**config.mk**
```make
export PLATFORM = sky130hd
export DESIGN_NAME = neighbor_reachability_tracker_core
export DESIGN_NICKNAME = d
export VERILOG_FILES = /design/src/nrt_pkg.sv /design/src/neighbor_reachability_tracker_core.sv /design/src/nrt_entry_store.sv /design/src/nrt_step.sv
export SDC_FILE = /design/constraint.sdc
export NUM_CORES = 2
export LEC_CHECK = 0
export ABC_CLOCK_PERIOD_IN_PS = 10000
export BUFFER_PORTS_ARGS = -buffer_cell sky130_fd_sc_hd__buf_4
export CORE_MARGIN = 2
export CORE_UTILIZATION = 63
export CTS_CLUSTER_SIZE = 24
export DETAILED_ROUTE_END_ITERATION = 7
export PLACE_DENSITY = 0.82
export SYNTH_ARGS = -nofsm -noshare
export SYNTH_HDL_FRONTEND = slang
export SYNTH_SLANG_ARGS = --single-unit
```
**constraint.sdc**
```tcl
create_clock -name clk -period 10 [get_ports clk]
set_clock_uncertainty 0.05 [all_clocks]
set_input_delay 1 -clock clk [delete_from_list [all_inputs] [get_ports clk]]
set_output_delay 1 -clock clk [all_outputs]
set_load 0.03 [all_outputs]
```
**src/nrt_pkg.sv**
```systemverilog
// shared types, constants and helpers for the neighbor reachability tracker
// used by every module of the block; depends on nothing
package nrt_pkg;

  localparam int ENTRIES = 16;
  localparam int ENTRY_W = (ENTRIES > 1) ? $clog2(ENTRIES) : 1;

  // request kinds
  localparam logic [1:0] KIND_ADD    = 2'd0;
  localparam logic [1:0] KIND_REMOVE = 2'd1;
  localparam logic [1:0] KIND_ACK    = 2'd2;
  localparam logic [1:0] KIND_CHECK  = 2'd3;

  // reachability states
  localparam logic [2:0] ST_INCOMPLETE = 3'd0;
  localparam logic [2:0] ST_REACHABLE  = 3'd1;
  localparam logic [2:0] ST_STALE      = 3'd2;
  localparam logic [2:0] ST_DELAY      = 3'd3;
  localparam logic [2:0] ST_PROBE      = 3'd4;

  // result actions
  localparam logic [1:0] ACT_NONE  = 2'd0;
  localparam logic [1:0] ACT_MCAST = 2'd1;
  localparam logic [1:0] ACT_UCAST = 2'd2;
  localparam logic [1:0] ACT_DROP  = 2'd3;

  // configuration register indexes
  localparam logic [1:0] REG_REACHABLE = 2'd0;
  localparam logic [1:0] REG_RETRANS   = 2'd1;
  localparam logic [1:0] REG_MAX_MCAST = 2'd2;
  localparam logic [1:0] REG_MAX_UCAST = 2'd3;

  localparam logic [15:0] REACHABLE_RESET = 16'd30;
  localparam logic [15:0] RETRANS_RESET   = 16'd1;
  localparam logic [3:0]  MAX_MCAST_RESET = 4'd3;
  localparam logic [3:0]  MAX_UCAST_RESET = 4'd3;

  localparam logic [31:0] HALF_RANGE = 32'h7FFF_FFFF;

  typedef enum logic {
    PH_IDLE,
    PH_EXEC
  } nrt_phase_t;

  typedef struct packed {
    logic [2:0]  state;
    logic [31:0] reach_dl;
    logic [31:0] retx_dl;
    logic [3:0]  count;
  } nrt_rec_t;

  typedef struct packed {
    logic [1:0]  kind;
    logic [3:0]  entry;
    logic [2:0]  new_state;
    logic [31:0] now;
    logic        tx_idle;
  } nrt_req_t;

  typedef struct packed {
    logic [15:0] reachable_seconds;
    logic [15:0] retrans_seconds;
    logic [3:0]  max_mcast;
    logic [3:0]  max_ucast;
  } nrt_cfg_t;

  typedef struct packed {
    logic     valid_we;
    logic     valid_next;
    logic     rec_we;
    nrt_rec_t rec;
  } nrt_upd_t;

  typedef struct packed {
    logic       valid;
    logic [2:0] state;
    logic [1:0] action;
    logic       chk;
    logic [3:0] count;
  } nrt_res_t;

  // wrap-safe "now at or after deadline"
  function automatic logic expired(input logic [31:0] now, input logic [31:0] deadline);
    logic [31:0] diff;
    diff = now - deadline;
    return diff < HALF_RANGE;
  endfunction

endpackage

```
**src/neighbor_reachability_tracker_core.sv**
```systemverilog
// top level of the neighbor reachability tracker: request control, valid marks,
// configuration registers and result register; depends on nrt_pkg,
// nrt_entry_store and nrt_step
//
// usage
//   a request is taken on a clock edge where start is high and busy is low; it
//   addresses one entry (add, remove, link ack or periodic check)
//   the entry record is read from the entry memory on that edge; in the next
//   cycle busy is high while the record is updated and written back
//   the result beat appears on the result ports in the following cycle, with done high
//   for exactly that cycle
//   a new request is not taken while busy is high, set by the read then write of
//   the single-port-per-direction entry memory; the accept may coincide with
//   the done beat of the previous request
//   results cannot be held off: the receiver takes each beat as it comes
//   configuration beats use cfg_valid/cfg_ready with cfg_index and cfg_data;
//   cfg_ready is high whenever no request is in progress
//   reset (rst, synchronous) clears all valid marks, sets the configuration
//   registers to their defaults and drops busy and done; no clearing pass
module neighbor_reachability_tracker_core (
  input  logic        clk,
  input  logic        rst,
  input  logic        start,
  output logic        busy,
  input  logic [1:0]  kind,
  input  logic [3:0]  entry,
  input  logic [2:0]  new_state,
  input  logic [31:0] now_seconds,
  input  logic        tx_idle,
  output logic        done,
  output logic        entry_valid,
  output logic [2:0]  entry_state,
  output logic [1:0]  action,
  output logic        check_default_router,
  output logic [3:0]  solicit_count,
  input  logic        cfg_valid,
  output logic        cfg_ready,
  input  logic [1:0]  cfg_index,
  input  logic [15:0] cfg_data
);
  import nrt_pkg::*;

  nrt_phase_t phase, phase_next;
  logic       accept;

  nrt_req_t   req;
  nrt_rec_t   rd_rec;
  nrt_cfg_t   cfg;
  nrt_upd_t   upd;
  nrt_res_t   res;
  logic [ENTRY_W-1:0] rd_addr;
  logic [ENTRY_W-1:0] idx;
  logic [ENTRIES-1:0] valid_marks;
  logic       cur_valid;

  logic [15:0] reachable_seconds;
  logic [15:0] retrans_seconds;
  logic [3:0]  max_mcast;
  logic [3:0]  max_ucast;

  // phase control
  always_comb begin
    case (phase)
      PH_IDLE: phase_next = start ? PH_EXEC : PH_IDLE;
      PH_EXEC: phase_next = PH_IDLE;
      default: phase_next = PH_IDLE;
    endcase
  end

  always_comb begin
    case (phase)
      PH_IDLE: busy = 1'b0;
      PH_EXEC: busy = 1'b1;
      default: busy = 1'b0;
    endcase
  end

  assign accept    = start & ~busy;
  assign cfg_ready = ~busy;

  always_ff @(posedge clk) begin
    if (rst) begin
      phase <= PH_IDLE;
    end else begin
      phase <= phase_next;
    end
  end

  // request capture
  always_ff @(posedge clk) begin
    if (accept) begin
      req.kind      <= kind;
      req.entry     <= entry;
      req.new_state <= new_state;
      req.now       <= now_seconds;
      req.tx_idle   <= tx_idle;
    end
  end

  // configuration registers
  always_ff @(posedge clk) begin
    if (rst) begin
      reachable_seconds <= REACHABLE_RESET;
      retrans_seconds   <= RETRANS_RESET;
      max_mcast         <= MAX_MCAST_RESET;
      max_ucast         <= MAX_UCAST_RESET;
    end else if (cfg_valid && cfg_ready) begin
      case (cfg_index)
        REG_REACHABLE: reachable_seconds <= cfg_data;
        REG_RETRANS:   retrans_seconds   <= cfg_data;
        REG_MAX_MCAST: max_mcast         <= cfg_data[3:0];
        REG_MAX_UCAST: max_ucast         <= cfg_data[3:0];
        default: begin
        end
      endcase
    end
  end

  assign cfg = '{reachable_seconds: reachable_seconds,
                 retrans_seconds:   retrans_seconds,
                 max_mcast:         max_mcast,
                 max_ucast:         max_ucast};

  assign rd_addr = ENTRY_W'(entry);
  assign idx     = ENTRY_W'(req.entry);

  nrt_entry_store u_store (
    .clk     (clk),
    .rd_en   (accept),
    .rd_addr (rd_addr),
    .rd_data (rd_rec),
    .wr_en   (busy & upd.rec_we),
    .wr_addr (idx),
    .wr_data (upd.rec)
  );

  // out-of-range indexes are masked inside the step logic
  assign cur_valid = valid_marks[idx];

  nrt_step u_step (
    .req   (req),
    .rec   (rd_rec),
    .valid (cur_valid),
    .cfg   (cfg),
    .upd   (upd),
    .res   (res)
  );

  always_ff @(posedge clk) begin
    if (rst) begin
      valid_marks <= '0;
    end else if (busy && upd.valid_we) begin
      valid_marks[idx] <= upd.valid_next;
    end
  end

  // result register
  always_ff @(posedge clk) begin
    if (rst) begin
      done <= 1'b0;
    end else begin
      done <= busy;
    end
  end

  always_ff @(posedge clk) begin
    if (busy) begin
      entry_valid          <= res.valid;
      entry_state          <= res.state;
      action               <= res.action;
      check_default_router <= res.chk;
      solicit_count        <= res.count;
    end
  end

endmodule

```
**src/nrt_entry_store.sv**
```systemverilog
// entry record memory: one write port, one read port, registered read data
// depends on nrt_pkg
module nrt_entry_store (
  input  logic                  clk,
  input  logic                  rd_en,
  input  logic [nrt_pkg::ENTRY_W-1:0] rd_addr,
  output nrt_pkg::nrt_rec_t     rd_data,
  input  logic                  wr_en,
  input  logic [nrt_pkg::ENTRY_W-1:0] wr_addr,
  input  nrt_pkg::nrt_rec_t     wr_data
);
  import nrt_pkg::*;

  nrt_rec_t mem [ENTRIES];

  always_ff @(posedge clk) begin
    if (wr_en) begin
      mem[wr_addr] <= wr_data;
    end
  end

  always_ff @(posedge clk) begin
    if (rd_en) begin
      rd_data <= mem[rd_addr];
    end
  end

endmodule

```
**src/nrt_step.sv**
```systemverilog
// update logic for one entry: applies a request to the record read from memory
// depends on nrt_pkg
module nrt_step (
  input  nrt_pkg::nrt_req_t req,
  input  nrt_pkg::nrt_rec_t rec,
  input  logic              valid,
  input  nrt_pkg::nrt_cfg_t cfg,
  output nrt_pkg::nrt_upd_t upd,
  output nrt_pkg::nrt_res_t res
);
  import nrt_pkg::*;

  logic       in_range;
  logic       probing;
  logic [3:0] limit;
  logic [1:0] action;
  logic       chk;
  logic       out_valid;

  assign in_range = 32'(req.entry) < ENTRIES;
  assign probing  = (rec.state == ST_PROBE);
  assign limit    = probing ? cfg.max_ucast : cfg.max_mcast;

  always_comb begin
    upd.valid_we   = in_range;
    upd.valid_next = valid;
    upd.rec_we     = 1'b0;
    upd.rec        = rec;
    action         = ACT_NONE;
    chk            = 1'b0;
    if (in_range) begin
      case (req.kind)
        KIND_ADD: begin
          if (req.new_state <= ST_PROBE) begin
            upd.valid_next = 1'b1;
            upd.rec_we     = 1'b1;
            upd.rec.state  = req.new_state;
            upd.rec.reach_dl = req.now;
            upd.rec.retx_dl  = req.now;
            upd.rec.count    = 4'd0;
          end
        end
        KIND_REMOVE: begin
          upd.valid_next = 1'b0;
        end
        KIND_ACK: begin
          if (valid && (rec.state == ST_STALE || rec.state == ST_DELAY ||
                        rec.state == ST_PROBE)) begin
            upd.rec_we       = 1'b1;
            upd.rec.state    = ST_REACHABLE;
            upd.rec.reach_dl = req.now + 32'(cfg.reachable_seconds);
          end
        end
        KIND_CHECK: begin
          if (valid) begin
            case (rec.state)
              ST_REACHABLE: begin
                if (expired(req.now, rec.reach_dl)) begin
                  upd.rec_we    = 1'b1;
                  upd.rec.state = ST_STALE;
                end
              end
              ST_DELAY: begin
                if (expired(req.now, rec.reach_dl)) begin
                  upd.rec_we      = 1'b1;
                  upd.rec.state   = ST_PROBE;
                  upd.rec.count   = 4'd0;
                  upd.rec.retx_dl = req.now;
                end
              end
              ST_INCOMPLETE, ST_PROBE: begin
                if (rec.count >= limit) begin
                  upd.valid_next = 1'b0;
                  action         = ACT_DROP;
                  chk            = probing;
                end else if (expired(req.now, rec.retx_dl) && req.tx_idle) begin
                  upd.rec_we      = 1'b1;
                  upd.rec.count   = rec.count + 4'd1;
                  upd.rec.retx_dl = req.now + 32'(cfg.retrans_seconds);
                  action          = probing ? ACT_UCAST : ACT_MCAST;
                end
              end
              default: begin
              end
            endcase
          end
        end
        default: begin
        end
      endcase
    end
  end

  assign out_valid = in_range & upd.valid_next;

  always_comb begin
    res.valid  = out_valid;
    res.state  = out_valid ? upd.rec.state : ST_INCOMPLETE;
    res.count  = out_valid ? upd.rec.count : 4'd0;
    res.action = action;
    res.chk    = chk;
  end

endmodule

```
## Yosys cells after proc, flatten, opt, wreduce, memory -nomap -nowiden

Memory sizes are Yosys's and may differ from the RTL's. A register that Yosys moved wholly into a read port is not among the register bits.
Index checks and enable logic that the tools add are counted.

- Register bits after elaboration: 111
- Bits in writable memories: 1136
- Output and inout port bits: 14
- Logic and storage cells: 93
- Memories kept: 1

- Add/subtract/negate cells: 5
- $lt $le $gt $ge: 6
- Eq/ne operators: 10
- Muxes and demuxes: 34
- Bitwise operators: 4
- Reductions and logical operators: 16

Memory list:

| memory | words | bits a word | rd ports | clocked after memory_dff | wr ports | line | source |
|---|---|---|---|---|---|---|---|
| u_store.mem | 16 | 71 | 1 | 1 | 1 | nrt_entry_store.sv:14 | `nrt_rec_t mem [ENTRIES];` |

Operators by type and width:

| cell | count |
|---|---|
| two-way mux 36 bit | 5 |
| case mux 36 bit (2 select lines) | 2 |
| two-way mux 73 bit | 1 |
| adder 32 x 16 -> 32 bit | 2 |
| < comparator 32 x 31 -> 1 bit (second input constant) | 2 |
| case mux 32 bit (2 select lines) | 1 |
| subtractor 32 bit | 2 |
| bitwise mux 16 bit | 1 |
| two-way mux 4 bit | 3 |
| case mux 4 bit (3 select lines) | 1 |
| two-way mux 1 bit | 9 |
| == test 2 bit (second input constant) | 4 |
| AND reduction 2 bit | 4 |
| == test 3 x 2 -> 1 bit (second input constant) | 2 |
| two-way mux 2 bit | 3 |
| case mux 1 bit (3 select lines) | 2 |
| case mux 3 bit (2 select lines) | 1 |
| < comparator 4 x 5 -> 1 bit (second input constant) | 1 |
| two-way mux 5 bit | 1 |
| adder 4 x 1 -> 4 bit (second input constant) | 1 |
| binary-select mux 1 bit (select 4 bit) | 1 |
| demux 1 bit (select 4 bit) | 1 |
| == test 2 x 1 -> 1 bit (second input constant) | 2 |
| greater-or-equal comparator 4 x 1 -> 1 bit (second input constant) | 1 |
| other kinds (14) | 22 |

## Depth between registers and ports, before layout

- Depth in word-level cells: 11
- Gate-level depth with buffers: 18

## Hierarchy

From an unflattened synthesis, not the netlist that was laid out.

- Cell total of the unflattened synthesis: 3727
- Area, all modules: 58426.0 µm²

By module, submodules not included:

| module | instances | cells each | area an instance (µm²) | seq. area each (µm²) |
|---|---|---|---|---|
| nrt_entry_store | 1 | 1826 | 44622.8 | 36244.8 |
| nrt_step | 1 | 1576 | 9870.7 | 0.0 |
| neighbor_reachability_tracker_core | 1 | 325 | 3932.5 | 2752.6 |

## Worst setup path after synthesis

No wires, ideal clock.

- Path type: reg2reg
- Start: register, netlist name req[1]
- End: memory u_store.mem[11][0] (netlist bit), enable pin
- Arrival: 6509 ps
- Data required time: 9449 ps
- Setup slack: 2940 ps
- Stages on the path, launching flop included: 17
- Buffers on the path: 0
- Path through: edfxtp_1 -> inv_1 -> ha_1 -> inv_1 -> fa_1 -> a211oi_4 -> nor3b_4 -> o311ai_4 -> a21oi_2 -> nor4b_4 -> a2111oi_2 -> a2111oi_2 -> a21oi_1 -> a2bb2oi_1 -> o221ai_1 -> nand3_1 -> nor2_1

- Longest elaborated chain between the ends: 11
- Elaborated cells on any way between the ends: 15
- Those cells by class: add/sub: 2; order compare: 2; mux: 9; bitwise: 1; reduce/logical: 1

RTL lines:

| what | line | source |
|---|---|---|
| subtractor 32 bit | nrt_pkg.sv:85 | `diff = now - deadline;` |
| < comparator 32 x 31 -> 1 bit | nrt_pkg.sv:86 | `return diff < HALF_RANGE;` |
| logical AND 1 bit | nrt_step.sv:76 | `end else if (expired(req.now, rec.retx_dl) && req.tx_idle) begin` |
| two-way mux 1 bit | nrt_step.sv:76 |  |
| two-way mux 1 bit | nrt_step.sv:72 | `if (rec.count >= limit) begin` |
| case mux 1 bit (3 select lines) * | nrt_step.sv:56 | `case (rec.state)` |
| two-way mux 5 bit * | nrt_step.sv:55 | `if (valid) begin` |
| case mux 4 bit (3 select lines) * | nrt_step.sv:32 | `case (req.kind)` |
| AND 1 bit * | neighbor_reachability_tracker_core.sv:132 | `.wr_en (busy & upd.rec_we),` |
| two-way mux 1 bit * | nrt_entry_store.sv:17 | `if (wr_en) begin` |
| two-way mux 1 bit (not written as such) * | nrt_entry_store.sv:18 | `mem[wr_addr] <= wr_data;` |
| end, declared | nrt_entry_store.sv:14 |  |

Mark *: on every way between the ends. The rest lies on a longest branch, timed or not.

## Final worst setup path

- Start: register, netlist name req[1]
- End: memory u_store.mem[15][11] (netlist bit), enable pin

- Longest elaborated chain between the ends: 11
- Elaborated cells on any way between the ends: 15
- Those cells by class: add/sub: 2; order compare: 2; mux: 9; bitwise: 1; reduce/logical: 1

RTL lines:

| what | line |
|---|---|
| subtractor 32 bit | nrt_pkg.sv:85 |
| < comparator 32 x 31 -> 1 bit | nrt_pkg.sv:86 |
| logical AND 1 bit | nrt_step.sv:76 |
| two-way mux 1 bit | nrt_step.sv:76 |
| two-way mux 1 bit | nrt_step.sv:72 |
| case mux 1 bit (3 select lines) * | nrt_step.sv:56 |
| two-way mux 5 bit * | nrt_step.sv:55 |
| case mux 4 bit (3 select lines) * | nrt_step.sv:32 |
| AND 1 bit * | neighbor_reachability_tracker_core.sv:132 |
| two-way mux 1 bit * | nrt_entry_store.sv:17 |
| two-way mux 1 bit (not written as such) * | nrt_entry_store.sv:18 |

Marks and branches as above.

==> results.toml <==
[run_status]
status = "finished, violations left"
violations = "DRC"

[finish]
n_fill_cell = 5279
final_design_area_no_fill_um2 = 64300
syn_to_final_growth_pct = 10.9
fin_nets = 3713
drive_gt1_share_pct = 21.2

[job]
cap_viol_max_count = 0

[pwr]
p_int_mw = 9.36
ir_worst_vdd_v = 0.000264
power_density_nw_per_um2 = 196
pwr-share-comb_pct = 10.7
p_switching_mw = 3.25
clkPwrFrac_pct = 39.5
swShare_pct = 25.8
p_seq_share_pct = 49.8
power.leakage_nw = 21.2

[floorplan]
initial_core_util_pct = 63.4
core_um2 = 91400
floorplan.io_pins = 78
die_w_um = 307
num_rows = 111
fp.dieH_um = 307
dieArea_um2 = 94400

[critical_path]
criticalPathCategory = "reg -> reg"
cp_num_buf_inv = 3
crit_slowest_cell = "nor2_4"
reg2regPathDepth = 17
crit_chain = "inv_1 -> ha_1 -> inv_1 -> fa_1 -> a211oi_4 -> nor3b_4 -> o311ai_4 -> a21oi_2 -> nor4b_4 -> a2111oi_2 -> a2111oi_2 -> a21oi_1 -> a2bb2oi_1 -> o221ai_1 -> nand3_1 -> nor2_4 -> buf_4"
critPathTopFamily = "compound AO/OA/AOI/OAI gates"
crit_cells = 17
crit_path_max_fanout = 45
critPathLaunchType = "flop"
endpoint_kind = "flop"
critical-path-max-stage-delay_ns = 0.90
cp.arrival_ns = 7.24
crit_required_ns = 10.34

[synth]
yosysSeqAreaShare_pct = 67.3
synth_edf_count = 1260
ys_warn_count = 0
postSynthCellCount = 3442
avgSynthCellArea_um2 = 16.8
syn_area_um2 = 57900
ys.flop_type = "edfxtp_1"
syn_nets = 3614
ys_types = 91
async_flop_share_pct = 0
ys_ff_latch = 1318

[grt]
grt_max_degree = 147
grt_remaining_overflow = 0
grt_pass1_wl_mm = 264
grt_usage_pct = 39.7
antenna_found_initial = 19
grt_pass1_vias = 35500

[route]
wirelength_mm = 184
drtPass1Iterations = 8
wl_per_cell_um = 38.0
vias = 36800
route.detailed.drc = 4
ant_nets = 0
via_per_inst = 7.61
first_iter_violations = 7329

[timing]
setup_tns_ns = 0
setup_viol_count_final = 0
timing.final.crit_share_pct = 69.0
tightest_slew_ns = 1.26
fmax_ghz = 0.145
slew_headroom_pct = 15.8
rsz0062_at_grt = "no"
slew_viol_final = 0
hold_violations = 0
finalCriticalPeriod_ns = 6.90

[clocking]
numCtsBuffers = 131
cts-htree-levels = 4
clock-sinks = 1318
cts_setup_buffers = 0
cts_resized = 0
clk_pin_slew_worst_paths_ns = 0.06
clock_path_buffers = 3
clockRootBuffer = "clkbuf_16"
insertion_delay_ns = 0.77
hold_buffers = 0
cts_tree = "done"

[place]
dp.final_hpwl_mm = 109
gp_congestion = 0.994
placed_cell_area_um2 = 60000
portBuffers = 77

[min_path]
hold-path-cell-count = 1
min_path_type = "in -> reg"
==> state kept, by name (all words and copies together) (netlist names) <==
signal,cells
action,2
check_default_router,1
done,1
entry_state,3
entry_valid,1
idx,4
max_mcast,4
max_ucast,4
phase,1
reachable_seconds,16
req,38
retrans_seconds,16
solicit_count,4
u_store.mem,1136
u_store.rd_data,71
valid_marks,16
==> placed cells by master (no fill, tap or decap), types with 16 or more instances in the layout <==
cell type / Yosys / final
edfxtp_1: 1260 / 1260
mux4_2: 360 / 360
nand2_1: 250 / 250
a21oi_1: 160 / 158
buf_4: 0 / 149
clkbuf_16: 0 / 133
nor2_1: 139 / 122
inv_1: 105 / 105
ha_1: 104 / 103
o21ai_0: 103 / 102
dfxtp_1: 58 / 58
a21o_1: 46 / 46
xnor2_1: 44 / 44
nand3_1: 40 / 40
mux2i_1: 39 / 39
o221ai_1: 48 / 39
nor3_1: 38 / 37
nand4_1: 35 / 35
clkbuf_1: 133 / 30
xor2_1: 28 / 28
or3_1: 23 / 23
o21ai_1: 22 / 22
clkinv_2: 0 / 22
a222oi_1: 21 / 21
nand2b_1: 19 / 19
clkinv_1: 0 / 18
nor2b_1: 18 / 16
nor2_4: 0 / 16
==> final timing paths <==
kind	slack, ns	to	start
hold reg to reg	0.41	valid_marks[1]$_SDFFE_PP0P_	valid_marks[1]$_SDFFE_PP0P_
setup reg to reg	3.10	u_store.mem[15][11]$_DFFE_PP_	req[1]$_DFFE_PP_
hold / removal	0.36	req[40]$_DFFE_PP_	kind[0]
setup / recovery	3.10	u_store.mem[15][11]$_DFFE_PP_	req[1]$_DFFE_PP_
==> layout make-up <==
cell class | instances | area [µm²] | area share (%)
Multi-Input combinational cell | 1829 | 18000 | 28.0
Clock inverter | 67 | 719 | 1.12
Tap cell | 1186 | 1480 | 2.31
Inverter | 107 | 402 | 0.625
Clock buffer | 163 | 3440 | 5.35
Timing Repair Buffer | 154 | 1200 | 1.87
Antenna cell | 8 | 20.0 | 0.0312
Sequential cell | 1318 | 39000 | 60.7
==> power by group through the flow <==
stage / Clock, mW / Sequential, mW / Combinational [mW]
finish: 4.98 / 6.28 / 1.35
global route: 5.15 / 6.28 / 1.41
CTS: 4.98 / 6.28 / 1.30
detailed placement: 0 / 6.39 / 1.26
global placement: 0 / 6.39 / 1.23
floorplan: 0 / 6.36 / 0.808
==> stage by stage <==
step / instances / utilization, % / total power [mW] / worst slack (ns) / hold slack [ns]
after floorplan: 3442 / - / 7.17 / 2.94 / 0.381
after global placement: 4592 / 65.7 / 7.62 / 3.57 / 0.389
after detailed placement: 4592 / 65.7 / 7.66 / 3.41 / 0.400
after CTS: 4822 / 70.3 / 12.6 / 3.25 / 0.335
after global routing: 4826 / 70.3 / 12.8 / 2.89 / 0.350
final: 4832 / 70.3 / 12.6 / 3.10 / 0.358
==> Yosys cell counts (19+ instances only) <==
cell      count  area (µm²)
buf_2        30         150
nor3_1       38         190
xor2_1       28         245
mux4_2      360        8110
nand3_1      40         200
nand2_1     250         938
nand4_1      35         219
xnor2_1      44         385
o221ai_1     48         420
inv_1       105         394
nand2b_1     19         119
nor2_1      139         522
o21ai_0     103         515
dfxtp_1      58        1160
clkbuf_1    133         499
or3_1        23         144
a222oi_1     21         210
buf_1        21        78.8
a21oi_1     160         801
a21o_1       46         345
ha_1        104        1300
o21ai_1      22         110
edfxtp_1   1260       37800
mux2i_1      39         390
==> layer usage <==
metal | track usage [%] | wire length (µm) | vias to the layer above
met3 | 12.1 | 26000 | 688
met1 | 54.3 | 63500 | 18300
met5 | 0 | 86 | -
li1 | - | - | 14200
met2 | 59.9 | 83900 | 3534
met4 | 17.3 | 10300 | 14
==> logic make-up after synthesis <==
family	share of synthesized area, %
multiplexers	14.7
adder cells (fa/ha/maj)	2.38
AO/OA/AOI/OAI	7.22
buffers and inverters	2.03
flip-flops	67.3
XOR/XNOR	1.09
AND/OR/NAND/NOR	5.26
Power figures use the tool's default switching activity.
